--- config.mk ---
export PLATFORM = sky130hd
export DESIGN_NAME = absc_ram
export DESIGN_NICKNAME = d
export VERILOG_FILES = /design/src/hw/rtl/absc_ram.sv
export SDC_FILE = /design/constraint.sdc
export NUM_CORES = 1
export LEC_CHECK = 0
export ABC_AREA = 1
export BUFFER_PORTS_ARGS = -buffer_cell sky130_fd_sc_hd__buf_2
export CAP_MARGIN = 20
export CORE_UTILIZATION = 40
export CTS_BUF_LIST = sky130_fd_sc_hd__clkbuf_8
export DETAILED_ROUTE_END_ITERATION = 16
export PLACE_DENSITY_LB_ADDON = 0.12
export REMOVE_ABC_BUFFERS = 1
export SLEW_MARGIN = 5
export SYNTH_ARGS = -nofsm -noshare
export SYNTH_HDL_FRONTEND = slang
export SYNTH_SLANG_ARGS = --single-unit
export TNS_END_PERCENT = 5
--- constraint.sdc ---
create_clock -name clk -period 1.5 [get_ports clk]
set_clock_uncertainty 0.2 [all_clocks]
set_input_delay 0.075 -clock clk [delete_from_list [all_inputs] [get_ports clk]]
set_output_delay 0.075 -clock clk [all_outputs]
set_load 0.02 [all_outputs]
--- src/hw/rtl/absc_ram.sv ---
// Generic single-write, single-read RAM with a registered read port.
`default_nettype none

module absc_ram #(
    parameter int WIDTH = 8,
    parameter int DEPTH = 16
) (
    input  wire logic                            clk,
    input  wire logic                            we,
    input  wire logic [$clog2(DEPTH > 1 ? DEPTH : 2)-1:0] waddr,
    input  wire logic [WIDTH-1:0]                wdata,
    input  wire logic [$clog2(DEPTH > 1 ? DEPTH : 2)-1:0] raddr,
    output      logic [WIDTH-1:0]                rdata
);

    logic [WIDTH-1:0] mem_reg [DEPTH];

    always_ff @(posedge clk)
    begin
        if (we)
        begin
            mem_reg[waddr] <= wdata;
        end
        rdata <= mem_reg[raddr];
    end

endmodule

`default_nettype wire

After elaboration in Yosys (flattened, before gate mapping):

Memory sizes are Yosys's and may differ from the RTL's. A register that Yosys moved wholly into a read port is not among the register bits.
Index checks and enable logic that the tools add are counted.

* mux-type cells: 2

Operators with widths (count)
* $mux W1: 2

* input port bits: 18
* bits in writable memories: 128
* logic and storage cells: 3
* flip-flop bits (word level): 0
* output and inout port bits: 8
* memories: 1

Memory list
* mem_reg: words 16, width 8, rd ports 1, clocked after memory_dff 1, write ports 1, RTL line 16 `logic [WIDTH-1:0] mem_reg [DEPTH];`

Logic depth before layout (Yosys ltp):

* depth after elaboration: 2
* gate-level depth with buffers: 8
* depth with buffers taken out: 7

Worst setup path before layout:

No wires, ideal clock.

* path kind: input to register
* start point: input waddr[2] in the netlist's numbering
* end point: memory mem_reg[10][0], enable pin
* slack: 0.274 ns
* stages on the path: 2
* required time: 0.930 ns
* buffers on the path: 0
* arrival: 0.656 ns
* library setup time: 0.370 ns
* path through: nand3b_1 > nor2_1

RTL lines
* start: declaration: RTL line 10 `input wire logic [$clog2(DEPTH > 1 ? DEPTH : 2)-1:0] waddr,`
* end: declaration: RTL line 16

No word-level cell before the write port.

==> results.json <==
{
  "outcome": "finished, final reports clean",
  "syn-cell-area_um2": 5770,
  "dieHeight_um": 122,
  "synth_top_cell_area_share": 0.667,
  "critical_path_type": "in2reg",
  "clock-root-buffer": "sky130_fd_sc_hd__clkbuf_8",
  "maxCapViolations": 0,
  "core-area_um2": 14000,
  "largest_net_degree_at_the_start_of_global_routing": 44,
  "min-delay-path-class": "in2reg",
  "cp-start-kind": "primary input",
  "synth-warning-count": 0,
  "ys_seq_area_frac": 0.694,
  "worstReg2RegStart": "mem_reg[11][2]",
  "gp_routability_congestion": 0.788,
  "routed_wire_length_per_instance_um": 16.3,
  "flow.area_growth_from_synthesis_pct": 15.8,
  "detail_route.first_pass.iterations": 4,
  "timing.final.max_slew_violations": 0,
  "clock_path_buffers": 2,
  "tritoncts": "done",
  "finalHoldViolations": 0,
  "ys_ff_latch": 136,
  "yosysUniqueCellTypes": 12,
  "grt_first_pass_wirelength_um": 20400,
  "antenna_violations_before_repair": 0,
  "crit_path_max_fanout": 17,
  "transition_time_at_the_pin_with_the_least_slew_margin_ns": 0.379,
  "grt_use_total": 0.193,
  "cp_data_arrival_time_ns": 1.46,
  "ctsResizeCount": 0,
  "cts_num_sinks": 136,
  "ys_top_cells_by_area": "sky130_fd_sc_hd__edfxtp_1 (67%), sky130_fd_sc_hd__nand2_1 (11%), sky130_fd_sc_hd__nand3_1 (8.4%), sky130_fd_sc_hd__inv_1 (6.5%), sky130_fd_sc_hd__dfxtp_1 (2.8%)",
  "synth-edff-count": 128,
  "drive_above_1_share": 0.134,
  "required_ns": 1.68,
  "final.period_utilization": 0.854,
  "drt_drc_violations_left": 0,
  "setup.worst_path.end_class": "flop",
  "min_path_cells": 4,
  "wirelength_um": 13100,
  "tns_ns": 0,
  "worstRegToRegCells": 6,
  "route.antenna.remaining_nets": 0,
  "holdWs_ns": 0.0863,
  "synth_top_cells_by_count": "sky130_fd_sc_hd__nand2_1 (173), sky130_fd_sc_hd__edfxtp_1 (128), sky130_fd_sc_hd__inv_1 (100), sky130_fd_sc_hd__nand3_1 (97), sky130_fd_sc_hd__nor2_1 (17)",
  "global_route.overflow_total": 0,
  "final_util": 0.477,
  "peakVddDrop_uv": 357,
  "postSynthCellCount": 551,
  "layout.filler_cells": 1326,
  "crit-reg2reg-capture": "rdata[2]",
  "achievable-frequency_mhz": 780,
  "post_synth.cell_area_avg_um2": 10.5,
  "n_antenna_cell": 0,
  "yosys.area.top_type": "sky130_fd_sc_hd__edfxtp_1",
  "initial_utilization": 0.412,
  "drt_iter0_markers": 272,
  "buffer_ports.inserted": 25,
  "hold-path-endpoint": "mem_reg[3][0]",
  "hpwlAfterDp_um": 8360,
  "first_global_vias": 3621,
  "htree_num_levels": 4,
  "pnr_total_power_uw": 7450,
  "route.vias.total": 3796,
  "die_x_um": 122,
  "drt-vias-per-instance": 4.71,
  "rsz0062_at_grt": "no",
  "leakage_uw": 0.00293,
  "worst-r2r-setup-slack_ns": 0.34,
  "max_slew_margin": 0.747,
  "min-delay-start": "we",
  "rows": 43,
  "synthArstFlopShare": 0,
  "largest_register_ff_count": 128,
  "ioPinCount": 26,
  "insertion_delay_ns": 0.44,
  "clkSlewWorstSetupHoldPaths_ns": 0.07,
  "setup_viol_count_final": 0,
  "timing.final.crit_period_ns": 1.28,
  "power_per_cell_area_nw_per_um2": 1120,
  "numCtsBuffers": 17,
  "die_area_um2": 14900,
  "synth_most_common_cell": "sky130_fd_sc_hd__nand2_1",
  "post_dp_cell_area_um2": 6230,
  "top_reg_cell_synth": "sky130_fd_sc_hd__edfxtp_1",
  "design.final.nets": 631,
  "postLayoutCellArea_um2": 6680
}
[critical path, stage by stage]
cell                            delay (ns)
sky130_fd_sc_hd__dlygate4sd3_1        0.52
sky130_fd_sc_hd__buf_2                0.17
sky130_fd_sc_hd__buf_4                0.27
sky130_fd_sc_hd__nand3_1              0.11
sky130_fd_sc_hd__nand3_1              0.10
sky130_fd_sc_hd__nand3_1              0.12
sky130_fd_sc_hd__nand2_1              0.08
[stage by stage]
stage,setup WS (ns),std cells
4_1_cts,0.209,806
3_3_place_gp,0.116,763
2_1_floorplan,0.245,527
5_1_grt,0.162,806
3_5_place_dp,0.121,763
6_report,0.218,806
[cell usage in the layout, fill, tap and decap left out]
| master | instances |
|---|---|
| sky130_fd_sc_hd__clkinv_2 | 6 |
| sky130_fd_sc_hd__clkinv_4 | 1 |
| sky130_fd_sc_hd__buf_4 | 27 |
| sky130_fd_sc_hd__bufinv_16 | 1 |
| sky130_fd_sc_hd__nor2_1 | 17 |
| sky130_fd_sc_hd__clkbuf_8 | 17 |
| sky130_fd_sc_hd__inv_2 | 2 |
| sky130_fd_sc_hd__buf_12 | 4 |
| sky130_fd_sc_hd__nand3b_1 | 2 |
| sky130_fd_sc_hd__clkinv_1 | 1 |
| sky130_fd_sc_hd__nand3_1 | 97 |
| sky130_fd_sc_hd__dlygate4sd3_1 | 11 |
| sky130_fd_sc_hd__edfxtp_1 | 128 |
| sky130_fd_sc_hd__inv_1 | 105 |
| sky130_fd_sc_hd__clkinvlp_4 | 1 |
| sky130_fd_sc_hd__dfxtp_1 | 8 |
| sky130_fd_sc_hd__nand2_1 | 173 |
| sky130_fd_sc_hd__buf_2 | 25 |
[per-layer routing]
metal  share of wire  track usage
met5               0            0
met2            0.48        0.297
met1            0.47        0.262
met3           0.038       0.0459
met4           0.019       0.0777
[cells by family (layout without fill, tap and decap cells)]
| kind of cell | Yosys count | count (layout) | share of synthesized area |
|---|---|---|---|
| and+or+nand+nor | 289 | 289 | 0.210 |
| DFF | 136 | 136 | 0.694 |
| buffers and inverters | 126 | 201 | 0.0952 |
[cell type report]
| cell class | count | area (µm²) | share of cell area |
|---|---|---|---|
| flip-flops and latches | 136 | 4000 | 0.600 |
| multi-input cells | 289 | 1210 | 0.182 |
| repair buffers | 67 | 518 | 0.0776 |
| inverters | 102 | 383 | 0.0573 |
| clock buffers | 17 | 234 | 0.0350 |
| well taps | 180 | 225 | 0.0337 |
| clock inverters | 15 | 98.8 | 0.0148 |
[worst max-delay path by stage]
stage	to	from	slack, ns	depth (start not counted)
after floorplan	rdata[2]	raddr[0]	0.24	6
final	rdata[2]	raddr[1]	0.22	7
after global routing	rdata[2]	raddr[1]	0.16	7
after global placement	mem_reg[0][6]	waddr[0]	0.12	5
after detailed placement	mem_reg[0][6]	waddr[0]	0.12	5
after CTS	rdata[2]	raddr[1]	0.21	7
[timing repair]
item,CTS,global route
setup buffers,0,0
hold buffers,11,0
endpoints found under the setup margin,0,0
endpoints found under the hold margin,136,0
[report_power, final]
part | internal [µW] | switching [µW]
clock | 1250 | 1340
combinational | 194 | 390
sequential | 4240 | 25.0
total | 5690 | 1760
No activity file was read; power rests on OpenSTA's default activity.
