`config.mk`:
```
export PLATFORM = sky130hd
export DESIGN_NAME = absc_alu
export DESIGN_NICKNAME = d
export VERILOG_FILES = /design/src/hw/rtl/absc_pkg.sv /design/src/hw/rtl/absc_alu.sv
export SDC_FILE = /design/constraint.sdc
export NUM_CORES = 1
export LEC_CHECK = 0
export BUFFER_PORTS_ARGS = -buffer_cell sky130_fd_sc_hd__buf_2
export CAP_MARGIN = 20
export CORE_ASPECT_RATIO = 0.9
export CORE_MARGIN = 3
export CORE_UTILIZATION = 54
export DETAILED_ROUTE_END_ITERATION = 6
export PLACE_DENSITY = 0.73
export RECOVER_POWER = 100
export REMOVE_ABC_BUFFERS = 1
export SLEW_MARGIN = 20
export SYNTH_ARGS = -nofsm -noshare
export SYNTH_HDL_FRONTEND = slang
export SYNTH_SLANG_ARGS = --single-unit
```
`constraint.sdc`:
```
create_clock -name vclk -period 10.4
set_clock_uncertainty 0.2 [all_clocks]
set_input_delay 1.56 -clock vclk [all_inputs]
set_output_delay 1.56 -clock vclk [all_outputs]
set_load 0.02 [all_outputs]
```
`src/hw/rtl/absc_pkg.sv`:
```
// Shared types, sizes and codes of the adaptive burst sampling controller.
`default_nettype none

package absc_pkg;

    localparam int SITE_ENTRIES = 256;
    localparam int ADDR_W       = 64;
    localparam int IDX_W        = (SITE_ENTRIES > 1) ? $clog2(SITE_ENTRIES) : 1;
    localparam int TAG_W        = ADDR_W - IDX_W;
    localparam int SKIP_W       = 27;
    localparam int RATE_W       = 17;
    localparam int LEN_W        = 10;
    localparam int CEIL_W       = 14;
    localparam int CNT_W        = 64;
    localparam int CFG_IDX_W    = 1;
    localparam int CFG_DATA_W   = 14;
    localparam int ENTRY_W      = TAG_W + SKIP_W + RATE_W;

    localparam logic [LEN_W-1:0]  LEN_RESET  = LEN_W'(100);
    localparam logic [CEIL_W-1:0] CEIL_RESET = CEIL_W'(999);
    localparam logic [3:0]        GROW_MUL   = 4'd10;
    localparam logic [3:0]        GROW_ADD   = 4'd9;

    typedef enum logic [CFG_IDX_W-1:0] {
        CFG_BURST_LENGTH = 1'b0,
        CFG_RATE_CEILING = 1'b1
    } cfg_index_t;

    typedef enum logic [1:0] {
        ALU_GROW,
        ALU_RELOAD,
        ALU_DEC
    } alu_op_t;

    typedef enum logic [2:0] {
        S_IDLE,
        S_LOOK,
        S_GROW,
        S_LOAD,
        S_DEC,
        S_DONE
    } state_t;

    typedef struct packed {
        logic [TAG_W-1:0]  tag;
        logic [SKIP_W-1:0] skip;
        logic [RATE_W-1:0] rate;
    } entry_t;

endpackage

`default_nettype wire

```
`src/hw/rtl/absc_alu.sv`:
```
// Shared multiply-add unit: rate growth, skip reload and skip decrement.
`default_nettype none

module absc_alu (
    input  wire absc_pkg::alu_op_t               op,
    input  wire logic [absc_pkg::SKIP_W-1:0]     operand,
    input  wire logic [absc_pkg::LEN_W-1:0]      burst_length,
    output      logic [absc_pkg::SKIP_W-1:0]     result
);

    logic [absc_pkg::LEN_W-1:0]  mul_b;
    logic [absc_pkg::SKIP_W-1:0] add_c;
    logic [absc_pkg::SKIP_W+absc_pkg::LEN_W-1:0] product;

    always_comb
    begin
        unique case (op)
            absc_pkg::ALU_GROW:
            begin
                mul_b = absc_pkg::LEN_W'(absc_pkg::GROW_MUL);
                add_c = absc_pkg::SKIP_W'(absc_pkg::GROW_ADD);
            end
            absc_pkg::ALU_RELOAD:
            begin
                mul_b = burst_length;
                add_c = '0;
            end
            absc_pkg::ALU_DEC:
            begin
                // Adding all ones decrements modulo the counter width.
                mul_b = absc_pkg::LEN_W'(1);
                add_c = '1;
            end
            default:
            begin
                mul_b = '0;
                add_c = '0;
            end
        endcase
    end

    assign product = operand * mul_b;
    assign result  = product[absc_pkg::SKIP_W-1:0] + add_c;

endmodule

`default_nettype wire

```
== Word level (Yosys, flattened, before mapping) ==
Cells that the tools add are included.
Word-level totals
  flip-flop bits (word level): 0
  output and inout bits: 27
  word-level logic and storage cells: 7
  bits in read-only memories: 0
  latch bits: 0
  RAM bits: 0
  memories kept: 0
Operators by class
  equality and inequality tests: 2
  multiply operators: 1
  multiplexer cells: 2
  shift-type cells: 0
  reductions and logical operators: 1
  $lt $le $gt $ge: 0
  div/mod/pow operators: 0
  bitwise gates (word level): 0
  add/subtract/negate cells: 1
Operators by type and width (count)
  27-bit case mux with 2 select lines: 1
  10-bit case mux with 3 select lines: 1
  27-bit adder: 1
  27-bit by 10-bit multiplier with 27-bit output: 1
  2-bit by 1-bit == test with 1-bit output, second input constant: 1
  2-bit == test, second input constant: 1
  2-bit logical NOT: 1

== Logic depth before layout (Yosys ltp) ==
Gate-level depths: netlist of run 1.
  word-level depth: 4
  mapped depth: 25
  mapped depth without buffers: 22

== Worst setup path before layout of run 1 ==
Ideal clock, no wire load.
  kind: input to output
  start point: input port op[0]
  end point: output port result[25] in the netlist's numbering
  path slack: 1.482 ns
  arrival time: 7.158 ns
  stages on the path: 24
  required time: 8.640 ns
  path buffers: 3
  path through: nor2b_4 -> buf_6 -> and2_1 -> clkbuf_1 -> clkbuf_1 -> nand2_1 -> fa_1 -> inv_1 -> fa_1 -> inv_1 -> fa_1 -> inv_1 -> fa_1 -> inv_1 -> fa_1 -> inv_1 -> ha_1 -> o21a_1 -> o21a_1 -> o21ai_2 -> o311ai_1 -> o211ai_1 -> a31o_2 -> o311ai_1
Between the ends
  longest elaborated chain between the ends: 4
  elaborated cells between the ends (all ways): 7
  classes of those cells: add/sub (1); mul (1); eq/ne (2); mux (2); reduce/logical (1)
Ends and longest elaborated chain
  from (decl): RTL line absc_alu.sv:5  | input wire absc_pkg::alu_op_t op,
  2-bit == test (tied with other cells): RTL line absc_alu.sv:17  | unique case (op)
  10-bit case mux with 3 select lines: RTL line absc_alu.sv:17
  27-bit by 10-bit multiplier with 27-bit output: RTL line absc_alu.sv:42  | assign product = operand * mul_b;
  27-bit adder (*): RTL line absc_alu.sv:43  | assign result = product[absc_pkg::SKIP_W-1:0] + add_c;
  to (decl): RTL line absc_alu.sv:8  | output logic [absc_pkg::SKIP_W-1:0] result
Mark *: on every way between the ends. The rest lies on a longest branch, timed or not.

== Worst setup path after layout of run 1 ==
Ends and elaborated chain as after synthesis.

==> results of run 1 <==
[metal layers]
| metal | vias to the layer above | GRT usage [%] | wire, um |
|---|---|---|---|
| met5 | - | 0 | 0 |
| met4 | 0 | 2.33 | 206 |
| met3 | 17 | 1.37 | 706 |
| met2 | 124 | 40.2 | 7670 |
| met1 | 2755 | 35.1 | 7630 |
| li1 | 2573 | - | - |
[worst paths after layout]
kind	to	slack (ps)	cells past startpoint
max	result[25]	830	23
min	result[0]	3480	4
[synth_stat cells (9+ instances only)]
| master | instances |
|---|---|
| and2_1 | 38 |
| a21oi_1 | 15 |
| and3_1 | 68 |
| xor2_1 | 9 |
| buf_1 | 16 |
| xnor2_1 | 29 |
| inv_1 | 206 |
| clkbuf_1 | 24 |
| ha_1 | 45 |
| fa_1 | 183 |
| nand2_1 | 138 |
| nor2_1 | 13 |
[cell usage in the layout (no fill, tap or decap), drive strengths merged]
master    n
a211oi    2
nand2b    1
xnor2    29
a21o      8
and3     68
xor2      9
inv     206
nand4     1
o31ai     2
o21a      6
nor2b     2
nor3      2
o221a     1
buf      53
o21ai    12
a21oi    15
o211ai    1
or4       2
nand2   138
o311ai    2
and2     39
a31o      2
ha       45
a311o     1
fa      183
nor2     13
o21bai    4
o31a      2
clkbuf   20
a31oi     4
nand3     4
or3       1
[final cells by class]
type / instances / share of cell area, %
inverter: 206 / 10.1
timing repair buffer: 73 / 4.63
tap: 164 / 2.67
multi-input combinational: 599 / 82.6
[power by group through the flow]
stage	Clock (mW)	Sequential (mW)	Combinational (mW)
2_1_floorplan	0	0	0.923
6_report	0	0	1.20
4_1_cts	0	0	1.24
3_5_place_dp	0	0	1.24
5_1_grt	0	0	1.36
3_3_place_gp	0	0	1.22
[critical path, delay by kind of cell]
kind | cells | cell delay (ps)
adder cells (fa/ha/maj) | 6 | 2750
AO/OA/AOI/OAI | 7 | 1670
AND/OR/NAND/NOR | 3 | 1130
buffers and inverters | 7 | 690
[logic make-up (layout without fill, tap and decap cells)]
logic type	count (synthesis)	count (layout)	synth area share [%]
compound gates	62	62	6.27
xor+xnor	38	38	4.57
fa+ha+maj	228	228	58.0
buf+inv	249	279	13.0
simple gates	271	271	18.2
==> run summary, run 1 <==
Status: complete, no violations
GR Util All Layers: 23.6%
Worst EP required: 8640 ps
Final Core Density: 59.3%
Total power draw: 1.20 mW
Worst-Margin Slew: 714 ps
RSZ-0062 raised after global routing: no
Top Ports: 66
Fin worst setup slack: 833 ps
Fmax: 105 MHz
Final Setup Violations: 0
Global-route wire length before repair: 28.8 mm
CP max stage cell: and2_1
PwrDens: 156 mW/mm2
Sequential Power Share: 0%
Top cells by area, synth: fa_1 50%, inv_1 11%, ha_1 7.7%
Register area share after synthesis: 0%
RePlAce Congestion: 0.855
Worst setup path startpoint: op[0]
Die X: 128 um
Max-slew violation count: 0
Drt first-iter violations: 250
Layout cells sized above 1: 7.52%
Diodes inserted: 0
Slew HR: 52.4%
Fillers: 1,183
Initial core utilization: 56.3%
Clock network power share: 0%
Largest net degree at the start of global routing: 72
Slowest stage delay, CP: 650 ps
Dpl cells: 1,042
Core Region: 0.0129 mm2
Period minus WS final: 9570 ps
Synth Warn #: 0
Switching part of the total: 62.1%
Synth cell types: 41
Area taken by multi-input logic gates: 0.00634 mm2
Layout Cells excl Fill: 1,042
CP arrival: 7810 ps
Die Y-Extent: 116 um
Post-route setup TNS: 0 ps
Pre-Repair DR Iteration Count: 5
Pre-CTS WS: 1180 ps
Final instance area: 0.00767 mm2
Crit path kind: in2out
Cells after Synth: 848
Via count: 5,469
Vias in the first global route: 5,826
Detailed placer's ending HPWL: 13.9 mm
Total wire length: 16.2 mm
Peak supply drop: 0.000173 V
Hold slack: 3480 ps
Setup crit start kind: input pin
FFs & Latches: 0
Worst hold path startpoint: op[0]
Initial antenna violation count: 0
CTS Hold Bufs: 0
Layout area overhead: 5.29%
Max cap viols: 0
Worst hold-check path type: in2out
Die Area: 0.0149 mm2
Net total in the final layout: 1,147
Sw Pwr: 0.744 mW
Worst-path fanout max: 15
Share of the synthesized area in the top cell type: 50.3%
Postcts setup bufs: 0
Logic pwr share: 100.0%
Via density: 5.25
Pleak: 4.14 nW
Avg Cell Area, Syn: 8.59 um2
Cts repair resizes: 0
Area after DPL: 0.00771 mm2
Tcrit/Tclk final: 92.0%
Clock buffer count: 0
CP endpoint kind: output port
Post-route ant nets: 0
DRC violations left: 0
Seq. cell area: 0 um2
PortBufs: 66
Mapped Area: 0.00729 mm2
Largest area contributor in the netlist: fa_1
Count of final hold-check violations: 0
Routed WL per cell: 15.6 um
Num rows: 39
CP cell instances: clkbuf_1 > nor2b_1 > and2_1 > nand2_1 > fa_1 > inv_1 > fa_1 > inv_1 > fa_1 > inv_1 > fa_1 > inv_1 > fa_1 > inv_1 > ha_1 > o21a_1 > o21a_1 > o21ai_2 > o311ai_1 > o211ai_1 > a31o_2 > o311ai_1 > clkbuf_1
Pint: 0.454 mW
Congestion Overflow GR: 0
Note: power is estimated with default switching activity, not from simulation.
==> run 2: changes to the inputs <==
--- a/config.mk
+++ b/config.mk
@@ -9,9 +9,9 @@
 export CAP_MARGIN = 20
 export CORE_ASPECT_RATIO = 0.9
 export CORE_MARGIN = 3
-export CORE_UTILIZATION = 54
+export CORE_UTILIZATION = 50
 export DETAILED_ROUTE_END_ITERATION = 6
-export PLACE_DENSITY = 0.73
+export PLACE_DENSITY = 0.69
 export RECOVER_POWER = 100
 export REMOVE_ABC_BUFFERS = 1
 export SLEW_MARGIN = 20
==> run summary, run 2 (synthesized netlist as in run 1, its figures left out) <==
FFs & Latches: 0 (unchanged)
PortBufs: 66 (unchanged)
Worst setup path startpoint: op[0]
Most used cell, CP: fa_1
Layout area overhead: 6.04%
Crit path kind: in2out
CP max stage cell: nor2b_4
Num rows: 41 (+5.1%)
Max-slew violation count: 0 (unchanged)
Via density: 5.14 (-2.0%)
Detailed placer's ending HPWL: 14.3 mm (+2.9%)
Crit path to: result[26]
Cts repair resizes: 0 (unchanged)
Pre-Repair DR Iteration Count: 5 (unchanged)
RSZ-0062 raised after global routing: no
Commonest non-fill, non-tap cells in the layout: 206 x inv_1, 183 x fa_1, 138 x nand2_1, 68 x and3_1, 47 x buf_2
Slew HR: 58.2% (+5.8 points)
CTS Hold Bufs: 0 (unchanged)
Via count: 5,512 (+0.79%)
Routed WL per cell: 15.7 um (+1.2%)
Status: complete, no violations
Area taken by multi-input logic gates: 0.00634 mm2 (+0.12%)
Die Area: 0.0161 mm2 (+7.6%)
Max cap viols: 0 (unchanged)
PwrDens: 159 mW/mm2 (+1.7%)
Fillers: 1,368 (+16%)
Post-route ant nets: 0 (unchanged)
Post-route setup TNS: 0 ps (unchanged)
Period minus WS final: 9780 ps (+209 ps)
Commonest non-fill, non-tap cell in the layout: inv_1
Final Setup Violations: 0 (unchanged)
Worst-Margin Slew: 626 ps (-87.9 ps)
Logic pwr share: 100.0% (about the same)
Area after DPL: 0.00775 mm2 (+0.57%)
Switching part of the total: 62.4% (+0.30 points)
Total wire length: 16.9 mm (+4.1%)
Die X: 133 um (+3.7%)
Hold slack: 3490 ps (+15.2 ps)
Layout cells sized above 1: 7.74% (+0.22 points)
Diodes inserted: 0 (unchanged)
Seq. cell area: 0 um2 (unchanged)
Setup crit start kind: input pin
Congestion Overflow GR: 0 (unchanged)
Clock network power share: 0% (unchanged)
Global-route wire length before repair: 29.4 mm (+2.2%)
GR Util All Layers: 22.3% (-1.3 points)
Die Y-Extent: 121 um (+3.7%)
Fin worst setup slack: 625 ps (-209 ps)
Sw Pwr: 0.765 mW (+2.9%)
Pleak: 4.16 nW (+0.35%)
Dpl cells: 1,072 (+2.9%)
Worst-path fanout max: 37 (+22)
CP arrival: 8020 ps (+210 ps)
Count of final hold-check violations: 0 (unchanged)
Peak supply drop: 0.000209 V (+21%)
Worst hold-check path type: in2out
Slowest stage delay, CP: 600 ps (-50 ps)
CP cell instances: clkbuf_1 > nor2b_4 > and2_1 > nand2_1 > fa_1 > inv_1 > fa_1 > fa_1 > fa_1 > inv_1 > fa_1 > inv_1 > ha_1 > a211oi_2 > o21bai_1 > or4_4 > a31oi_4 > o21ai_2 > a31oi_4 > o21ai_2 > xnor2_1 > clkbuf_1
Largest net degree at the start of global routing: 41 (-43%)
Hold Crit Depth: 4 (unchanged)
Core Region: 0.0142 mm2 (+9.5%)
Layout Cells excl Fill: 1,072 (+2.9%)
Tcrit/Tclk final: 94.0% (+2.0 points)
Postcts setup bufs: 0 (unchanged)
Initial antenna violation count: 0 (unchanged)
Initial core utilization: 51.5% (-4.9 points)
Drt first-iter violations: 300 (+20%)
Sequential Power Share: 0% (unchanged)
CP endpoint kind: output port
Clock buffer count: 0 (unchanged)
Fmax: 102 MHz (-2.1%)
DRC violations left: 0 (unchanged)
Pint: 0.461 mW (+1.6%)
Top Ports: 66 (unchanged)
Vias in the first global route: 5,929 (+1.8%)
RePlAce Congestion: 0.873 (+2.2%)
Final instance area: 0.00773 mm2 (+0.72%)
Net total in the final layout: 1,148 (+0.087%)
Pre-CTS WS: 836 ps (-347 ps)
Worst EP required: 8640 ps (about the same)
[run 2: cell count changes in the layout (fill, tap and decap cells not counted), sizes merged]
cell,previous run,this run
buf,53,55
clkbuf,20,19
[run 2: worst min-delay path by stage]
stage,end,from
after floorplan,result[0],op[0]
after global placement,result[0],op[0]
after detailed placement,result[0],op[0]
after CTS,result[0],op[0]
after global routing,result[0],op[0]
final,result[0],op[0]
[run 2: stage by stage]
step / util, % / power, mW
6_report: 54.6 / 1.23
5_1_grt: 54.6 / 1.38
4_1_cts: 54.7 / 1.27
2_1_floorplan: - / 0.923
3_5_place_dp: 54.7 / 1.26
3_3_place_gp: 54.7 / 1.24
[run 2: metal layers]
layer / global-route usage, % / vias up / share of wire (%) / wire, um
met4: 1.93 / 0 / 1.1 / 180
li1: - / 2579 / - / -
met1: 33.4 / 2764 / 47 / 7870
met2: 37.1 / 159 / 46 / 7820
met5: 0 / - / 0 / 0
met3: 2.37 / 10 / 6.0 / 1020
[run 2: worst max-delay path: cells and delay by family]
kind,cells,cell delay [ps]
fa+ha+maj,6,2860
simple gates,4,1820
compound gates,6,1020
buf+inv,5,580
xor+xnor,1,140
[run 2: final cells by class]
type                       instances  area share [%]
tap                              193            3.13
multi-input combinational        599            82.1
timing repair buffer              74            4.74
inverter                         206            10.0
[run 2: power groups by stage]
stage                     sequential, mW  clock [mW]  combinational, mW
after floorplan                        0           0              0.923
after global placement                 0           0               1.24
after detailed placement               0           0               1.26
after CTS                              0           0               1.27
after global routing                   0           0               1.38
final                                  0           0               1.23
==> run 3: changes to the inputs <==
--- a/config.mk
+++ b/config.mk
@@ -9,9 +9,9 @@
 export CAP_MARGIN = 20
 export CORE_ASPECT_RATIO = 0.9
 export CORE_MARGIN = 3
-export CORE_UTILIZATION = 50
+export CORE_UTILIZATION = 64
 export DETAILED_ROUTE_END_ITERATION = 6
-export PLACE_DENSITY = 0.69
+export PLACE_DENSITY = 0.85
 export RECOVER_POWER = 100
 export REMOVE_ABC_BUFFERS = 1
 export SLEW_MARGIN = 20
==> run summary, run 3 (synthesized netlist as in run 1, its figures left out) <==
Status: complete, no violations
Max cap viols: 0 (unchanged)
Via density: 5.40 (+5.0%)
Final Core Density: 69.6% (+15 points)
Period minus WS final: 9720 ps (-56.8 ps)
Post-route setup TNS: 0 ps (unchanged)
Pleak: 4.15 nW (-0.11%)
Post-route ant nets: 0 (unchanged)
Die Area: 0.0127 mm2 (-21%)
Worst-path fanout max: 43 (+16%)
Tcrit/Tclk final: 93.4% (-0.55 points)
Seq. cell area: 0 um2 (unchanged)
Initial core utilization: 66.3% (+15 points)
Most used cell, CP: inv_1
PortBufs: 66 (unchanged)
Peak supply drop: 0.000206 V (-1.2%)
Fmax: 103 MHz (+0.58%)
Net total in the final layout: 1,146 (-0.17%)
Count of final hold-check violations: 0 (unchanged)
Die Y-Extent: 107 um (-11%)
CP cell instances: clkbuf_1 > nor2b_1 > buf_4 > and2_1 > nand2_1 > fa_1 > inv_1 > ha_1 > inv_1 > fa_1 > inv_1 > fa_1 > inv_1 > fa_1 > inv_1 > ha_1 > o21a_1 > o21a_1 > o21ai_0 > o311ai_0 > o211ai_1 > a31o_2 > o311ai_1 > buf_2
PwrDens: 159 mW/mm2 (-0.12%)
Slowest stage delay, CP: 580 ps (-20 ps)
RSZ-0062 raised after global routing: no
Layout area overhead: 5.07%
Worst EP required: 8640 ps (about the same)
CP endpoint kind: output port
Critical path's top delay family: adder cells
Detailed placer's ending HPWL: 13.9 mm (-3.0%)
CP arrival: 7960 ps (-60 ps)
Num rows: 36 (-12%)
Via count: 5,554 (+0.76%)
Top Ports: 66 (unchanged)
Switching part of the total: 61.5% (-0.89 points)
Diodes inserted: 0 (unchanged)
Buffers & Inverters on Critical Path: 8 (+3)
Largest net degree at the start of global routing: 44 (+7.3%)
Drt first-iter violations: 381 (+27%)
Global-route wire length before repair: 28.5 mm (-3.2%)
Cts repair resizes: 0 (unchanged)
CP max stage cell: and2_1
RePlAce Congestion: 0.892 (+2.1%)
Commonest non-fill, non-tap cell in the layout: inv_1
Commonest non-fill, non-tap cells in the layout: 206 x inv_1, 183 x fa_1, 138 x nand2_1, 68 x and3_1, 52 x buf_2
Final Setup Violations: 0 (unchanged)
Clock buffer count: 0 (unchanged)
Worst hold-check path type: in2out
Crit path kind: in2out
Die X: 118 um (-11%)
Sw Pwr: 0.747 mW (-2.4%)
Sequential Power Share: 0% (unchanged)
Routed WL per cell: 16.0 um (+1.4%)
Vias in the first global route: 5,940 (+0.19%)
Worst-Margin Slew: 946 ps (+320 ps)
CTS Hold Bufs: 0 (unchanged)
Postcts setup bufs: 0 (unchanged)
Slew HR: 36.8% (-21 points)
Logic pwr share: 100.0% (about the same)
GR Util All Layers: 27.4% (+5.1 points)
Core Region: 0.0110 mm2 (-22%)
Congestion Overflow GR: 0 (unchanged)
FFs & Latches: 0 (unchanged)
DRC violations left: 0 (unchanged)
Initial antenna violation count: 0 (unchanged)
Total wire length: 16.4 mm (-2.6%)
Layout cells sized above 1: 7.98% (+0.25 points)
Pint: 0.467 mW (+1.3%)
Clock network power share: 0% (unchanged)
Setup crit start kind: input pin
Pre-Repair DR Iteration Count: 5 (unchanged)
Max-slew violation count: 0 (unchanged)
run 3: cell count changes in the layout (fill, tap and decap cells not counted):
cell,previous run,this run
nor2b_1,1,2
a31o_1,1,0
nor2b_4,1,0
clkbuf_1,19,14
buf_4,8,6
a31o_2,1,2
o21ai_2,4,3
buf_2,47,52
o311ai_0,0,1
o311ai_1,2,1
o21ai_0,7,8
and2_1,37,34
and2_0,1,4
run 3: worst min-delay path: stages:
cell	delay, ps
clkbuf_1	130
inv_1	130
ha_1	130
buf_2	150
run 3: worst paths after layout:
kind / slack (ps) / start / cells after the start / to
hold / removal: 3460 / op[0] / 4 / result[0]
setup / recovery: 680 / op[0] / 24 / result[25]
run 3: metrics by stage:
stage / hold slack [ps] / power [mW] / worst slack, ps / instances / instance area (um2)
floorplan: 3210 / 0.923 / 1210 / 805 / 7110
global placement: 3450 / 1.21 / 1130 / 1029 / 7680
detailed placement: 3450 / 1.24 / 1020 / 1029 / 7680
CTS: 3450 / 1.24 / 1000 / 1029 / 7680
global route: 3570 / 1.36 / 307 / 1029 / 7650
finish: 3460 / 1.21 / 681 / 1029 / 7650
run 3: layer usage:
metal | global-route usage, % | vias up | wire, um
met3 | 2.00 | 19 | 1040
met1 | 38.9 | 2765 | 7030
met2 | 48.6 | 197 | 8180
li1 | - | 2573 | -
met4 | 2.73 | 0 | 193
met5 | 0 | - | 0
run 3: layout make-up:
| class | instances | area (um2) |
|---|---|---|
| multi-input combinational | 599 | 6330 |
| inverter | 206 | 773 |
| fill | 886 | 3340 |
| timing repair buffer | 72 | 358 |
| tap | 152 | 190 |
run 3: power by group through the flow:
stage / logic (mW) / registers [mW] / clock network (mW)
finish: 1.21 / 0 / 0
global route: 1.36 / 0 / 0
CTS: 1.24 / 0 / 0
detailed placement: 1.24 / 0 / 0
global placement: 1.21 / 0 / 0
floorplan: 0.923 / 0 / 0
